`src/sv/bsa_pkg.sv`:
```
// bsa_pkg: shared constants, codes and types of the bitmap slot allocator.
// No dependencies; compiled first.
`default_nettype none

package bsa_pkg;

  // geometry of the taken map
  localparam int SLOTS   = 256;
  localparam int SLOT_W  = $clog2(SLOTS);
  localparam int CAP_W   = SLOT_W + 1;
  localparam int WORD_W  = 32;
  localparam int BIT_W   = $clog2(WORD_W);
  localparam int NWORDS  = SLOTS / WORD_W;
  localparam int WIDX_W  = $clog2(NWORDS);

  // config port
  localparam int APB_AW  = 3;
  localparam int APB_DW  = 32;

  localparam logic [CAP_W-1:0] CAP_RESET  = CAP_W'(SLOTS);
  localparam logic [CAP_W-1:0] INIT_RESET = '0;

  typedef enum logic [1:0] {
    FN_ALLOC  = 2'd0,
    FN_FREE   = 2'd1,
    FN_MARK   = 2'd2,
    FN_REINIT = 2'd3
  } func_t;

  typedef enum logic [1:0] {
    ST_OK        = 2'd0,
    ST_FULL      = 2'd1,
    ST_RANGE     = 2'd2,
    ST_NOT_TAKEN = 2'd3
  } status_t;

  typedef enum logic {
    REG_CAPACITY   = 1'b0,
    REG_INIT_TAKEN = 1'b1
  } reg_t;

  // one access to the map memory
  typedef struct packed {
    logic              rd_en;
    logic [WIDX_W-1:0] rd_addr;
    logic              wr_en;
    logic [WIDX_W-1:0] wr_addr;
    logic [WORD_W-1:0] wr_data;
  } map_req_t;

endpackage

`default_nettype wire

```
`src/sv/bsa_if.sv`:
```
// bsa_if: request and response channel interfaces of the slot allocator.
// Depends on bsa_pkg.
`default_nettype none

interface bsa_req_if;
  import bsa_pkg::*;
  logic              valid;
  logic              ready;
  logic [1:0]        func;
  logic [SLOT_W-1:0] slot_index;
  logic [CAP_W-1:0]  count;
  modport source(output valid, func, slot_index, count, input ready);
  modport sink(input valid, func, slot_index, count, output ready);
endinterface

interface bsa_rsp_if;
  import bsa_pkg::*;
  logic              valid;
  logic              ready;
  logic [SLOT_W-1:0] granted_index;
  logic [1:0]        status;
  modport source(output valid, granted_index, status, input ready);
  modport sink(input valid, granted_index, status, output ready);
endinterface

`default_nettype wire

```
`src/sv/bitmap_slot_allocator.sv`:
```
// bitmap_slot_allocator: first-fit slot allocator over a bitmap of taken slots.
// Top level: APB config registers, operation sequencer, result register.
// Depends on bsa_pkg, bsa_if, bsa_map.
//
// Usage:
//  - req channel (valid/ready) carries one operation per beat: func, slot_index,
//    count. rsp channel returns exactly one beat per request: granted_index,
//    status. Results leave in request order.
//  - The map lives in an 8 x 32-bit RAM (registered read). The sequencer does
//    read-modify-write on it, one word per cycle, reads pipelined ahead of
//    the word being checked or written.
//  - Per operation: allocate scans words from word 0 up to a free bit or the
//    end of capacity; free reads and checks one word; mark range does
//    read-modify-write on each word touched; reinitialize rewrites all 8
//    words. Rejected operations (out of capacity) and zero-count marks skip
//    the map. The word-serial RAM access sets the rate: a new request is
//    only taken after the previous operation has finished.
//  - A new request is taken once the previous result is in the output
//    register, even if rsp is stalled. A finished result waits in the
//    sequencer while the output register still holds an untaken beat.
//  - Reset (rst, synchronous) empties the map (no slot taken), sets capacity
//    to 256 and initially_taken to 0. Config writes are taken any time but
//    are meant to happen only while the block is idle.
`default_nettype none

module bitmap_slot_allocator (
  input  wire logic                       clk,
  input  wire logic                       rst,
  bsa_req_if.sink                         req,
  bsa_rsp_if.source                       rsp,
  input  wire logic                       psel,
  input  wire logic                       penable,
  input  wire logic                       pwrite,
  input  wire logic [bsa_pkg::APB_AW-1:0] paddr,
  input  wire logic [bsa_pkg::APB_DW-1:0] pwdata,
  output logic      [bsa_pkg::APB_DW-1:0] prdata,
  output logic                            pready
);
  import bsa_pkg::*;

  typedef enum logic [6:0] {
    S_IDLE     = 7'b0000001,
    S_SCAN     = 7'b0000010,
    S_FREE_RD  = 7'b0000100,
    S_FREE_CHK = 7'b0001000,
    S_SWEEP    = 7'b0010000,
    S_INIT     = 7'b0100000,
    S_DONE     = 7'b1000000
  } state_t;

  // number of slots of word w that lie below lim, 0..WORD_W
  function automatic logic [BIT_W:0] span(input logic [CAP_W:0] lim,
                                          input logic [WIDX_W-1:0] w);
    logic [CAP_W:0] base;
    logic [CAP_W:0] diff;
    base = (CAP_W+1)'({w, {BIT_W{1'b0}}});
    diff = lim - base;
    if (lim <= base) begin
      return '0;
    end else if (diff >= (CAP_W+1)'(WORD_W)) begin
      return (BIT_W+1)'(WORD_W);
    end else begin
      return diff[BIT_W:0];
    end
  endfunction

  // ones in bits below n
  function automatic logic [WORD_W-1:0] lo_mask(input logic [BIT_W:0] n);
    logic [WORD_W-1:0] m;
    for (int i = 0; i < WORD_W; i++) begin
      m[i] = ((BIT_W+1)'(i) < n);
    end
    return m;
  endfunction

  // lowest set bit
  function automatic logic [BIT_W-1:0] first_one(input logic [WORD_W-1:0] v);
    logic [BIT_W-1:0] f;
    f = '0;
    for (int i = WORD_W - 1; i >= 0; i--) begin
      if (v[i]) f = BIT_W'(i);
    end
    return f;
  endfunction

  // ---------------- config registers ----------------
  logic [CAP_W-1:0] capacity;
  logic [CAP_W-1:0] init_taken;

  always_ff @(posedge clk) begin
    if (rst) begin
      capacity   <= CAP_RESET;
      init_taken <= INIT_RESET;
    end else if (psel && penable && pwrite) begin
      case (reg_t'(paddr[2]))
        REG_CAPACITY:   capacity   <= pwdata[CAP_W-1:0];
        REG_INIT_TAKEN: init_taken <= pwdata[CAP_W-1:0];
        default: ;
      endcase
    end
  end

  always_comb begin
    case (reg_t'(paddr[2]))
      REG_CAPACITY:   prdata = APB_DW'(capacity);
      REG_INIT_TAKEN: prdata = APB_DW'(init_taken);
      default:        prdata = '0;
    endcase
  end

  assign pready = 1'b1;

  // effective capacity and reinit fill level
  logic [CAP_W-1:0] cap;
  logic [CAP_W-1:0] ninit;
  assign cap   = (capacity > CAP_W'(SLOTS)) ? CAP_W'(SLOTS) : capacity;
  assign ninit = (init_taken < cap) ? init_taken : cap;

  // ---------------- sequencer ----------------
  state_t             state, state_next;
  logic [WIDX_W-1:0]  rd_ptr, rd_ptr_next;
  logic [WIDX_W-1:0]  chk_ptr;        // word whose data is on rd_data
  logic               chk_vld;
  logic [SLOT_W-1:0]  idx_q;
  logic [CAP_W:0]     end_q;          // slot_index + count
  logic [WIDX_W-1:0]  last_w, last_w_next;
  logic [SLOT_W-1:0]  res_idx, res_idx_next;
  status_t            res_st, res_st_next;

  logic               out_valid;
  logic [SLOT_W-1:0]  out_index;
  status_t            out_status;
  logic               out_free;

  map_req_t           mreq;
  logic [WORD_W-1:0]  rd_data;

  logic               req_acc;
  logic [CAP_W:0]     req_end;
  logic [CAP_W:0]     req_end_m1;
  logic [WORD_W-1:0]  free_bits;
  logic               alloc_last;
  logic [WORD_W-1:0]  mark_mask;

  assign req.ready  = (state == S_IDLE);
  assign req_acc    = req.valid && req.ready;
  assign req_end    = (CAP_W+1)'(req.slot_index) + (CAP_W+1)'(req.count);
  assign req_end_m1 = req_end - (CAP_W+1)'(1);
  assign out_free   = !out_valid || rsp.ready;

  // free slots of the checked word below capacity
  assign free_bits  = ~rd_data & lo_mask(span((CAP_W+1)'(cap), chk_ptr));
  assign alloc_last = (chk_ptr == WIDX_W'(NWORDS - 1)) ||
                      (span((CAP_W+1)'(cap), chk_ptr) != (BIT_W+1)'(WORD_W));
  assign mark_mask  = lo_mask(span(end_q, chk_ptr)) &
                      ~lo_mask(span((CAP_W+1)'(idx_q), chk_ptr));

  always_comb begin
    state_next   = state;
    rd_ptr_next  = rd_ptr;
    last_w_next  = last_w;
    res_idx_next = res_idx;
    res_st_next  = res_st;
    mreq         = '0;
    case (state)
      S_IDLE: begin
        if (req_acc) begin
          res_idx_next = '0;
          res_st_next  = ST_OK;
          rd_ptr_next  = '0;
          case (func_t'(req.func))
            FN_ALLOC: begin
              if (cap == '0) begin
                res_st_next = ST_FULL;
                state_next  = S_DONE;
              end else begin
                state_next = S_SCAN;
              end
            end
            FN_FREE: begin
              if (CAP_W'(req.slot_index) >= cap) begin
                res_st_next = ST_RANGE;
                state_next  = S_DONE;
              end else begin
                state_next = S_FREE_RD;
              end
            end
            FN_MARK: begin
              if (req_end > (CAP_W+1)'(cap)) begin
                res_st_next = ST_RANGE;
                state_next  = S_DONE;
              end else if (req.count == '0) begin
                state_next = S_DONE;
              end else begin
                rd_ptr_next = req.slot_index[SLOT_W-1:BIT_W];
                last_w_next = req_end_m1[SLOT_W-1:BIT_W];
                state_next  = S_SWEEP;
              end
            end
            FN_REINIT: begin
              state_next = S_INIT;
            end
            default: state_next = S_DONE;
          endcase
        end
      end
      S_SCAN: begin
        mreq.rd_en   = 1'b1;
        mreq.rd_addr = rd_ptr;
        rd_ptr_next  = rd_ptr + WIDX_W'(1);
        if (chk_vld) begin
          if (|free_bits) begin
            mreq.wr_en   = 1'b1;
            mreq.wr_addr = chk_ptr;
            mreq.wr_data = rd_data | (WORD_W'(1) << first_one(free_bits));
            res_idx_next = {chk_ptr, first_one(free_bits)};
            res_st_next  = ST_OK;
            state_next   = S_DONE;
          end else if (alloc_last) begin
            res_st_next = ST_FULL;
            state_next  = S_DONE;
          end
        end
      end
      S_FREE_RD: begin
        mreq.rd_en   = 1'b1;
        mreq.rd_addr = idx_q[SLOT_W-1:BIT_W];
        state_next   = S_FREE_CHK;
      end
      S_FREE_CHK: begin
        if (rd_data[idx_q[BIT_W-1:0]]) begin
          mreq.wr_en   = 1'b1;
          mreq.wr_addr = idx_q[SLOT_W-1:BIT_W];
          mreq.wr_data = rd_data & ~(WORD_W'(1) << idx_q[BIT_W-1:0]);
        end else begin
          res_st_next = ST_NOT_TAKEN;
        end
        state_next = S_DONE;
      end
      S_SWEEP: begin
        mreq.rd_en   = 1'b1;
        mreq.rd_addr = rd_ptr;
        rd_ptr_next  = rd_ptr + WIDX_W'(1);
        if (chk_vld) begin
          mreq.wr_en   = 1'b1;
          mreq.wr_addr = chk_ptr;
          mreq.wr_data = rd_data | mark_mask;
          if (chk_ptr == last_w) state_next = S_DONE;
        end
      end
      S_INIT: begin
        mreq.wr_en   = 1'b1;
        mreq.wr_addr = rd_ptr;
        mreq.wr_data = lo_mask(span((CAP_W+1)'(ninit), rd_ptr));
        rd_ptr_next  = rd_ptr + WIDX_W'(1);
        if (rd_ptr == WIDX_W'(NWORDS - 1)) state_next = S_DONE;
      end
      S_DONE: begin
        if (out_free) state_next = S_IDLE;
      end
      default: state_next = S_IDLE;
    endcase
  end

  always_ff @(posedge clk) begin
    if (rst) begin
      state   <= S_IDLE;
      chk_vld <= 1'b0;
    end else begin
      state   <= state_next;
      // data on rd_data next cycle belongs to this op only if it continues
      chk_vld <= mreq.rd_en && (state_next == state);
    end
  end

  always_ff @(posedge clk) begin
    rd_ptr  <= rd_ptr_next;
    chk_ptr <= rd_ptr;
    last_w  <= last_w_next;
    res_idx <= res_idx_next;
    res_st  <= res_st_next;
    if (req_acc) begin
      idx_q <= req.slot_index;
      end_q <= req_end;
    end
  end

  // ---------------- result register ----------------
  always_ff @(posedge clk) begin
    if (rst) begin
      out_valid <= 1'b0;
    end else if (state == S_DONE && out_free) begin
      out_valid <= 1'b1;
    end else if (rsp.ready) begin
      out_valid <= 1'b0;
    end
  end

  always_ff @(posedge clk) begin
    if (state == S_DONE && out_free) begin
      out_index  <= res_idx;
      out_status <= res_st;
    end
  end

  assign rsp.valid         = out_valid;
  assign rsp.granted_index = out_index;
  assign rsp.status        = out_status;

  bsa_map u_map (
    .clk     (clk),
    .rst     (rst),
    .mreq    (mreq),
    .rd_data (rd_data)
  );

`ifndef NO_ASSERTIONS
  a_accept_leaves_idle: assert property (@(posedge clk) disable iff (rst)
    req.valid && req.ready |=> state != S_IDLE)
    else $error("accepted request did not start an operation");

  a_alloc_sets_one: assert property (@(posedge clk) disable iff (rst)
    state == S_SCAN && mreq.wr_en |->
      $countones(mreq.wr_data) == $countones(rd_data) + 1)
    else $error("allocate wrote more or less than one new taken bit");

  a_free_clears_one: assert property (@(posedge clk) disable iff (rst)
    state == S_FREE_CHK && mreq.wr_en |->
      $countones(mreq.wr_data) + 1 == $countones(rd_data))
    else $error("free cleared more or less than one taken bit");

  a_result_waits: assert property (@(posedge clk) disable iff (rst)
    state == S_DONE && out_valid && !rsp.ready |=> state == S_DONE)
    else $error("result dropped while output register busy");
`endif

endmodule

`default_nettype wire

```
`src/sv/bsa_map.sv`:
```
// bsa_map: taken-bit store, NWORDS x WORD_W synchronous RAM, registered read.
// Per-row valid flops make unwritten rows read as all free after reset.
// Depends on bsa_pkg.
`default_nettype none

module bsa_map (
  input  wire logic              clk,
  input  wire logic              rst,
  input  wire bsa_pkg::map_req_t mreq,
  output logic [bsa_pkg::WORD_W-1:0] rd_data
);
  import bsa_pkg::*;

  logic [WORD_W-1:0] mem [NWORDS];
  logic [NWORDS-1:0] row_valid;
  logic [WORD_W-1:0] rd_q;
  logic              rd_vld;

  always_ff @(posedge clk) begin
    if (mreq.wr_en) begin
      mem[mreq.wr_addr] <= mreq.wr_data;
    end
    if (mreq.rd_en) begin
      rd_q   <= mem[mreq.rd_addr];
      rd_vld <= row_valid[mreq.rd_addr];
    end
  end

  always_ff @(posedge clk) begin
    if (rst) begin
      row_valid <= '0;
    end else if (mreq.wr_en) begin
      row_valid[mreq.wr_addr] <= 1'b1;
    end
  end

  assign rd_data = rd_vld ? rd_q : '0;

`ifndef NO_ASSERTIONS
  // sequencer never reads a row in the cycle it writes it
  a_no_rw_same_row: assert property (@(posedge clk) disable iff (rst)
    mreq.rd_en && mreq.wr_en |-> mreq.rd_addr != mreq.wr_addr)
    else $error("map read and write hit the same row");

  a_write_sets_valid: assert property (@(posedge clk) disable iff (rst)
    mreq.wr_en |=> row_valid[$past(mreq.wr_addr)])
    else $error("written row not marked valid");
`endif

endmodule

`default_nettype wire

```
`src/flat_wrapper.sv`:
```
// flat-port wrapper written by rule: the top's interface ports become plain ports
module bitmap_slot_allocator_flat import bsa_pkg::*;
  (clk, rst, psel, penable, pwrite, paddr, pwdata, prdata, pready, req_valid, req_func, req_slot_index, req_count, req_ready, rsp_valid, rsp_granted_index, rsp_status, rsp_ready);
  bsa_req_if req_i ();
  bsa_rsp_if rsp_i ();
  input  wire logic clk;
  input  wire logic rst;
  input  wire logic psel;
  input  wire logic penable;
  input  wire logic pwrite;
  input  wire logic [bsa_pkg::APB_AW-1:0] paddr;
  input  wire logic [bsa_pkg::APB_DW-1:0] pwdata;
  output logic      [bsa_pkg::APB_DW-1:0] prdata;
  output logic pready;
  input wire logic [$bits(req_i.valid)-1:0] req_valid;
  input wire logic [$bits(req_i.func)-1:0] req_func;
  input wire logic [$bits(req_i.slot_index)-1:0] req_slot_index;
  input wire logic [$bits(req_i.count)-1:0] req_count;
  output wire logic [$bits(req_i.ready)-1:0] req_ready;
  output wire logic [$bits(rsp_i.valid)-1:0] rsp_valid;
  output wire logic [$bits(rsp_i.granted_index)-1:0] rsp_granted_index;
  output wire logic [$bits(rsp_i.status)-1:0] rsp_status;
  input wire logic [$bits(rsp_i.ready)-1:0] rsp_ready;
  assign req_i.valid = req_valid;
  assign req_i.func = req_func;
  assign req_i.slot_index = req_slot_index;
  assign req_i.count = req_count;
  assign req_ready = req_i.ready;
  assign rsp_valid = rsp_i.valid;
  assign rsp_granted_index = rsp_i.granted_index;
  assign rsp_status = rsp_i.status;
  assign rsp_i.ready = rsp_ready;
  bitmap_slot_allocator u_core (.clk(clk), .rst(rst), .req(req_i), .rsp(rsp_i), .psel(psel), .penable(penable), .pwrite(pwrite), .paddr(paddr), .pwdata(pwdata), .prdata(prdata), .pready(pready));
endmodule
```
`config.mk`:
```
export PLATFORM = sky130hd
export DESIGN_NAME = bitmap_slot_allocator_flat
export DESIGN_NICKNAME = d
export VERILOG_FILES = /design/src/sv/bsa_pkg.sv /design/src/sv/bsa_if.sv /design/src/sv/bitmap_slot_allocator.sv /design/src/sv/bsa_map.sv /design/src/flat_wrapper.sv
export SDC_FILE = /design/constraint.sdc
export NUM_CORES = 1
export LEC_CHECK = 0
export BUFFER_PORTS_ARGS = -buffer_cell sky130_fd_sc_hd__buf_4
export CORE_ASPECT_RATIO = 1.5
export CORE_MARGIN = 2
export CORE_UTILIZATION = 60
export CTS_BUF_LIST = sky130_fd_sc_hd__clkbuf_16
export CTS_CLUSTER_DIAMETER = 150
export DETAILED_ROUTE_END_ITERATION = 10
export PLACE_DENSITY = 0.78
export SKIP_LAST_GASP = 1
export SLEW_MARGIN = 0
export SYNTH_ARGS = -nofsm -noshare
export SYNTH_HDL_FRONTEND = slang
export SYNTH_HIERARCHICAL = 1
export SYNTH_SLANG_ARGS = --single-unit
```
`constraint.sdc`:
```
create_clock -name clk -period 7.65 [get_ports clk]
set_input_delay 0.3825 -clock clk [delete_from_list [all_inputs] [get_ports clk]]
set_output_delay 0.3825 -clock clk [all_outputs]
set_load 0.005 [all_outputs]
```
==> results.yml, run 1 <==
die:
  coreArea_sq_um: 32600
  start_util: 0.611
  dieArea_sq_um: 34700
  pin_count: 106
  fp.dieW_microns: 153
  row_count: 81
  die-height_microns: 227
grt:
  grt_pass1_wl_microns: 91200
  grt_pass1_vias: 14600
  grt-ovfl-total: 0
  grtUsageTotal: 0.357
  grt_max_degree: 67
  antenna_found_initial: 0
clocking:
  cts_resized: 0
  cts_sinks: 371
  post_cts.repair.setup_buffers: 0
  clk_path_buf_depth: 3
  clk_latency_ns: 0.55
  path_clk_slew_ns: 0.07
  cts_tree: "done"
  htree_levels: 2
  cts_buffers: 35
  postCtsHoldBufs: 0
  cts_root_buf: "clkbuf_16"
sta:
  finalCriticalPeriod_ns: 6.82
  hold_violations: 0
  fin_tns_setup_ns: 0
  slew_violations: 0
  skew_ns: 0.0195
  slew_headroom: 0.225
  timing.fmax_ghz: 0.147
  rsz0062_at_grt: "no"
  setup_viol: 0
  max_slew.worst_pin.slew_ns: 1.15
  whs_ns: 0.0456
  fin_crit_sh: 0.892
power_and_ir_drop:
  p_total_mw: 4.75
  p_sw_mw: 1.31
  vdd_drop_max_mv: 0.216
  intPower_mw: 3.43
  seq_power_share: 0.483
  pwr-share-clk: 0.361
  p_per_area_nw_per_um2: 218
  power_frac_comb: 0.156
  p_leak_nw: 6.64
  p_sw_frac: 0.277
route:
  num_vias: 14700
  drt_iter0_drc: 1750
  wl_per_cell_microns: 30.1
  avgViaCountPerCell: 7.10
  postRouteAntennaNets: 0
  drc: 0
  postRouteWirelength_microns: 62200
  first_pass_iters: 6
final_layout:
  final_common_cell: "edfxtp_1"
  regArea_sq_um: 10800
  final_cell_mix: "edfxtp_1, nand2_1, a21oi_1, buf_4, nor2_1"
  layout-drive-gt1-share: 0.169
  layout.nets: 1744
  utilization: 0.667
  area_delta_synth_final_pct: 9.24
  diodes: 0
  final_cell_area_sq_um: 21800
  multi_input_area_sq_um: 8490
  nFillCells: 2336
place:
  hpwl_microns: 43000
  place_area_sq_um: 20600
  gp_congestion: 1.01
  port_buffers: 56
logic_synthesis:
  postSynth.asyncResetShare: 0
  yosys_warnings: 6
  synth.top_cells.by_area: "edfxtp_1, mux4_2, dfxtp_1"
  synth_edf_count: 333
  seq_area_frac_synth: 0.540
  yosys_register_bits: 371
  ys.flop_type: "edfxtp_1"
  ys_types: 98
  netlist_area_sq_um: 19900
  yosysTopAreaCellShare: 0.502
  netlist_instances: 1591
  synth_area_per_cell_sq_um: 12.5
  yosys.area.top_type: "edfxtp_1"
critical_path:
  end_kind: "flip-flop"
  crit_fanout: 20
  crit_arrival_ns: 7.02
  reg2reg_depth: 19
  setup.worst_path.start_class: "flip-flop"
  required_ns: 7.85
  timing.rr.start: "u_core/capacity[1]"
  crit_type: "reg -> reg"
  reg2reg_slack_ns: 0.83
  timing.rr.end: "u_core/u_map/mem[3][9]"
hold_path:
  hold_depth: 2
  hold-path-endpoint: "u_core/state[2]"
  hold_class: "in -> reg"
  hp-start: "req_func[1]"
status:
  status: "complete, no violations"
flow_run:
  drv_cap: 0
-- cell families (layout without fill, tap and decap cells) --
| group | Yosys count | in the layout | share of synthesized area |
|---|---|---|---|
| and+or+nand+nor | 452 | 452 | 0.120 |
| AOI/OAI and AO/OA | 418 | 418 | 0.147 |
| DFF | 371 | 371 | 0.540 |
| buffers and inverters | 164 | 206 | 0.0398 |
| muxes | 118 | 118 | 0.112 |
| adders and majority gates | 53 | 53 | 0.0355 |
| xor gates and xnor gates | 13 | 13 | 0.00571 |
| other | 2 | 24 | 0.000377 |
-- how the worst max path moves through the flow --
| stage | depth (start not counted) | to | from |
|---|---|---|---|
| 3_5_place_dp | 18 | u_core/u_map/mem[0][3] | u_core/capacity[8] |
| 6_report | 19 | u_core/u_map/mem[3][9] | u_core/capacity[1] |
| 3_3_place_gp | 20 | u_core/u_map/mem[6][9] | u_core/capacity[1] |
| 5_1_grt | 20 | u_core/u_map/mem[3][9] | u_core/capacity[1] |
| 2_1_floorplan | 22 | u_core/u_map/mem[0][0] | u_core/capacity[8] |
| 4_1_cts | 19 | u_core/u_map/mem[3][9] | u_core/capacity[1] |
-- synthesized netlist by cell type (12+ instances only) --
| cell | count |
|---|---|
| nor2_1 | 77 |
| a21oi_1 | 87 |
| o211ai_1 | 31 |
| a221oi_1 | 12 |
| nand3_1 | 27 |
| o21a_1 | 19 |
| nor4_1 | 17 |
| o21ai_0 | 71 |
| nor2b_1 | 25 |
| nor3_1 | 29 |
| inv_1 | 57 |
| a21boi_0 | 13 |
| a211oi_1 | 14 |
| mux4_2 | 65 |
| nand2b_1 | 16 |
| dfxtp_1 | 38 |
| a21o_1 | 13 |
| ha_1 | 47 |
| edfxtp_1 | 333 |
| clkbuf_1 | 54 |
| a31oi_1 | 20 |
| mux2_2 | 40 |
| nand4_1 | 23 |
| and2_1 | 45 |
| nand2_1 | 121 |
| buf_2 | 13 |
| buf_4 | 24 |
-- registers in the layout, summed over array words and instances, names as in the netlist, 2 cells and up --
register / count
u_core/u_map/rd_q: 32
u_core/u_map/mem: 256
u_core/u_map/row_valid: 8
u_core/last_w: 3
u_core/rd_ptr: 3
u_core/idx_q: 8
u_core/rsp.granted_index: 8
u_core/res_idx: 8
u_core/init_taken: 9
u_core/end_q: 10
u_core/rsp.status: 2
u_core/state: 7
u_core/res_st: 2
u_core/chk_ptr: 3
u_core/capacity: 9
-- critical path, cell delays in order (launching register included) --
cell       delay, ns
dfxtp_1         0.64
nor2b_1         0.43
clkinv_1        0.16
ha_1            0.30
a21o_1          0.17
a2111oi_0       0.51
o21ai_0         0.20
nand2_1         0.50
nor2_1          0.10
a21oi_1         0.18
ha_1            0.18
inv_1           0.06
fa_1            0.43
nand2b_1        0.18
a21o_1          0.17
nor4_1          0.55
nor2_1          0.39
o21ai_0         0.69
a21oi_1         0.19
o21ai_0         0.44
-- metal layers --
metal / global-route usage / wire [microns] / share of wire / vias to the layer above
li1: - / - / - / 6321
met1: 0.418 / 22000 / 0.35 / 7231
met2: 0.618 / 31400 / 0.50 / 910
met3: 0.0480 / 4320 / 0.069 / 242
met4: 0.236 / 4590 / 0.074 / 0
met5: 0 / 0 / 0 / -
-- layout make-up --
type,instances,share of cell area
sequential,371,0.494
multi-input combinational,1078,0.390
clock buffer,36,0.0414
timing repair buffer,86,0.0302
tap,415,0.0238
clock inverter,26,0.0104
inverter,58,0.0100
-- through the flow --
stage	setup WS, ns	std cells
after floorplan	1.38	1613
after global placement	1.25	2008
after detailed placement	1.08	2008
after CTS	1.01	2070
after global routing	0.434	2070
final	0.827	2070
-- power groups by stage --
stage	combinational (mW)	clock (mW)	sequential, mW
after global placement	0.703	0	2.33
final	0.741	1.71	2.29
after CTS	0.722	1.73	2.29
after detailed placement	0.717	0	2.33
after global routing	0.798	1.79	2.29
after floorplan	0.523	0	2.30
No activity file was read; power rests on OpenSTA's default activity.
==> run 2: changes to the inputs <==
--- a/config.mk
+++ b/config.mk
@@ -8,11 +8,11 @@
 export BUFFER_PORTS_ARGS = -buffer_cell sky130_fd_sc_hd__buf_4
 export CORE_ASPECT_RATIO = 1.5
 export CORE_MARGIN = 2
-export CORE_UTILIZATION = 60
+export CORE_UTILIZATION = 62
 export CTS_BUF_LIST = sky130_fd_sc_hd__clkbuf_16
 export CTS_CLUSTER_DIAMETER = 150
 export DETAILED_ROUTE_END_ITERATION = 10
-export PLACE_DENSITY = 0.78
+export PLACE_DENSITY = 0.79
 export SKIP_LAST_GASP = 1
 export SLEW_MARGIN = 0
 export SYNTH_ARGS = -nofsm -noshare
==> run 2 against run 1 <==
Non-clock buffer count up 17; cell count is 0.34% higher; highest routed layer unchanged; critical path depth did not move; count of clock-buffer cells in the layout shrank 5; worst setup slack got worse by 0.047 ns; largest cell class unchanged; sequential share of layout area grew 0.13 points; clock skew is 0.0012 ns lower; sequential power hardly changed; first-iteration DRC count is 13% lower; final area is 0.27% lower.
==> results.yml, run 2 (synthesized netlist as in run 1, its figures left out) <==
status:
  status: "complete, no violations"
grt:
  grt-ovfl-total: 0
  grtUsageTotal: 0.360
  grt_pass1_wl_microns: 89400
  antenna_found_initial: 0
  grt_max_degree: 67
  grt_pass1_vias: 14800
critical_path:
  startpoint: "u_core/capacity[1]"
  required_ns: 7.90
  crit_arrival_ns: 7.12
  setup.worst_path.start_class: "flip-flop"
  end_kind: "flip-flop"
  crit_fanout: 20
  crit_type: "reg -> reg"
  timing.rr.start: "u_core/capacity[1]"
  timing.rr.end: "u_core/u_map/mem[2][5]"
  reg2reg_slack_ns: 0.78
  reg2reg_depth: 19
power_and_ir_drop:
  p_per_area_nw_per_um2: 207
  p_leak_nw: 6.64
  pwr-share-clk: 0.323
  intPower_mw: 3.24
  p_sw_mw: 1.24
  p_sw_frac: 0.277
  p_total_mw: 4.49
  power_frac_comb: 0.167
  seq_power_share: 0.510
  vdd_drop_max_mv: 0.222
sta:
  hold_violations: 0
  fin_tns_setup_ns: 0
  finalCriticalPeriod_ns: 6.87
  skew_ns: 0.0183
  fin_ws_ns: 0.780
  timing.fmax_ghz: 0.146
  max_slew.worst_pin.slew_ns: 1.07
  fin_crit_sh: 0.898
  slew_headroom: 0.277
  slew_violations: 0
  rsz0062_at_grt: "no"
  setup_viol: 0
route:
  drc: 0
  drt_iter0_drc: 1526
  wl_per_cell_microns: 28.8
  postRouteAntennaNets: 0
  first_pass_iters: 9
  postRouteWirelength_microns: 59800
  num_vias: 14700
  avgViaCountPerCell: 7.06
hold_path:
  hold_depth: 1
  hold_class: "in -> reg"
  hold-path-endpoint: "u_core/idx_q[3]"
  hp-start: "req_slot_index[3]"
flow_run:
  drv_cap: 0
final_layout:
  nFillCells: 2207
  multi_input_area_sq_um: 8480
  largest_register: "u_core/u_map/mem"
  regArea_sq_um: 10800
  utilization: 0.684
  layout.nets: 1757
  final_common_cell: "edfxtp_1"
  final_cell_mix: "edfxtp_1, nand2_1, buf_4, a21oi_1, nor2_1"
  diodes: 0
  largest_reg_flops: 256
  largestRegisters: "u_core/u_map/mem (256), u_core/u_map/rd_q (32), u_core/end_q (10)"
  area_delta_synth_final_pct: 8.94
  layout-drive-gt1-share: 0.172
place:
  hpwl_microns: 41500
  gp_congestion: 1.06
  dp_worst_setup_slack_ns: 1.11
  port_buffers: 56
clocking:
  cts_tree: "done"
  cts_buffers: 31
  post_cts.repair.setup_buffers: 0
  clk_path_buf_depth: 3
  path_clk_slew_ns: 0.07
  cts_root_buf: "clkbuf_16"
  htree_levels: 1
  clk_latency_ns: 0.59
  cts_sinks: 371
die:
  die-height_microns: 224
  pin_count: 106
  coreArea_sq_um: 31700
  fp.dieW_microns: 150
  row_count: 80
  start_util: 0.628
  dieArea_sq_um: 33600
-- run 2: cell count changes in the layout (fill, tap and decap cells not counted), sizes merged --
| cell | before | now |
|---|---|---|
| buf | 86 | 101 |
| clkinv | 13 | 19 |
| clkbuf | 36 | 31 |
| bufinv | 2 | 0 |
| clkinvlp | 2 | 0 |
| dlygate4sd3 | 0 | 2 |
| inv | 67 | 65 |
-- run 2: cell type report --
cell class,count,area share
tap,410,0.0236
clock buffer,31,0.0357
timing repair buffer,103,0.0381
inverter,58,0.0100
sequential,371,0.496
multi-input combinational,1078,0.391
clock inverter,26,0.00634
-- run 2: power groups by stage --
| stage | logic [mW] | registers (mW) | clock network (mW) |
|---|---|---|---|
| floorplan | 0.523 | 2.30 | 0 |
| global placement | 0.708 | 2.33 | 0 |
| detailed placement | 0.723 | 2.33 | 0 |
| CTS | 0.729 | 2.29 | 1.47 |
| global route | 0.805 | 2.29 | 1.55 |
| finish | 0.748 | 2.29 | 1.45 |
-- run 2: timing repair --
| item | 4_1_cts | 5_1_grt |
|---|---|---|
| gates resized for setup | 0 | 0 |
| hold buffers | 2 | 0 |
| hold endpoints to repair | 2 | 0 |
-- run 2: how the worst max path moves through the flow --
stage,endpoint,slack (ns),cells after the start
6_report,u_core/u_map/mem[2][5],0.78,19
5_1_grt,u_core/u_map/mem[2][5],0.34,20
4_1_cts,u_core/u_map/mem[2][5],1.02,20
3_5_place_dp,u_core/u_map/mem[1][5],1.11,20
3_3_place_gp,u_core/u_map/mem[4][5],1.28,20
2_1_floorplan,u_core/u_map/mem[0][0],1.38,22
-- run 2: per-stage QoR --
step	cells	hold slack, ns	instance area, sq um
after floorplan	1613	0.400	20000
after global placement	2018	0.400	20800
after detailed placement	2018	0.407	20800
after CTS	2077	0.00210	21700
after global routing	2077	0.00607	21700
final	2077	0.0190	21700
-- run 2: routing by layer --
metal / part of all wire / track usage / up-vias
li1: - / - / 6347
met1: 0.36 / 0.428 / 7265
met2: 0.49 / 0.602 / 797
met3: 0.068 / 0.0493 / 259
met5: 0 / 0 / -
met4: 0.083 / 0.251 / 0
-- run 2: critical path: stages (launching register included) --
cell	delay [ns]
dfxtp_1	0.63
nor2b_1	0.40
clkinv_1	0.16
ha_1	0.30
a21o_1	0.18
a2111oi_0	0.53
o21ai_0	0.21
nand2_1	0.52
nor2_1	0.14
a21oi_1	0.16
ha_1	0.17
inv_1	0.06
fa_1	0.43
nand2b_1	0.18
a21o_1	0.17
nor4_1	0.52
nor2_1	0.39
o31ai_2	0.78
a221oi_1	0.17
o21ai_0	0.41
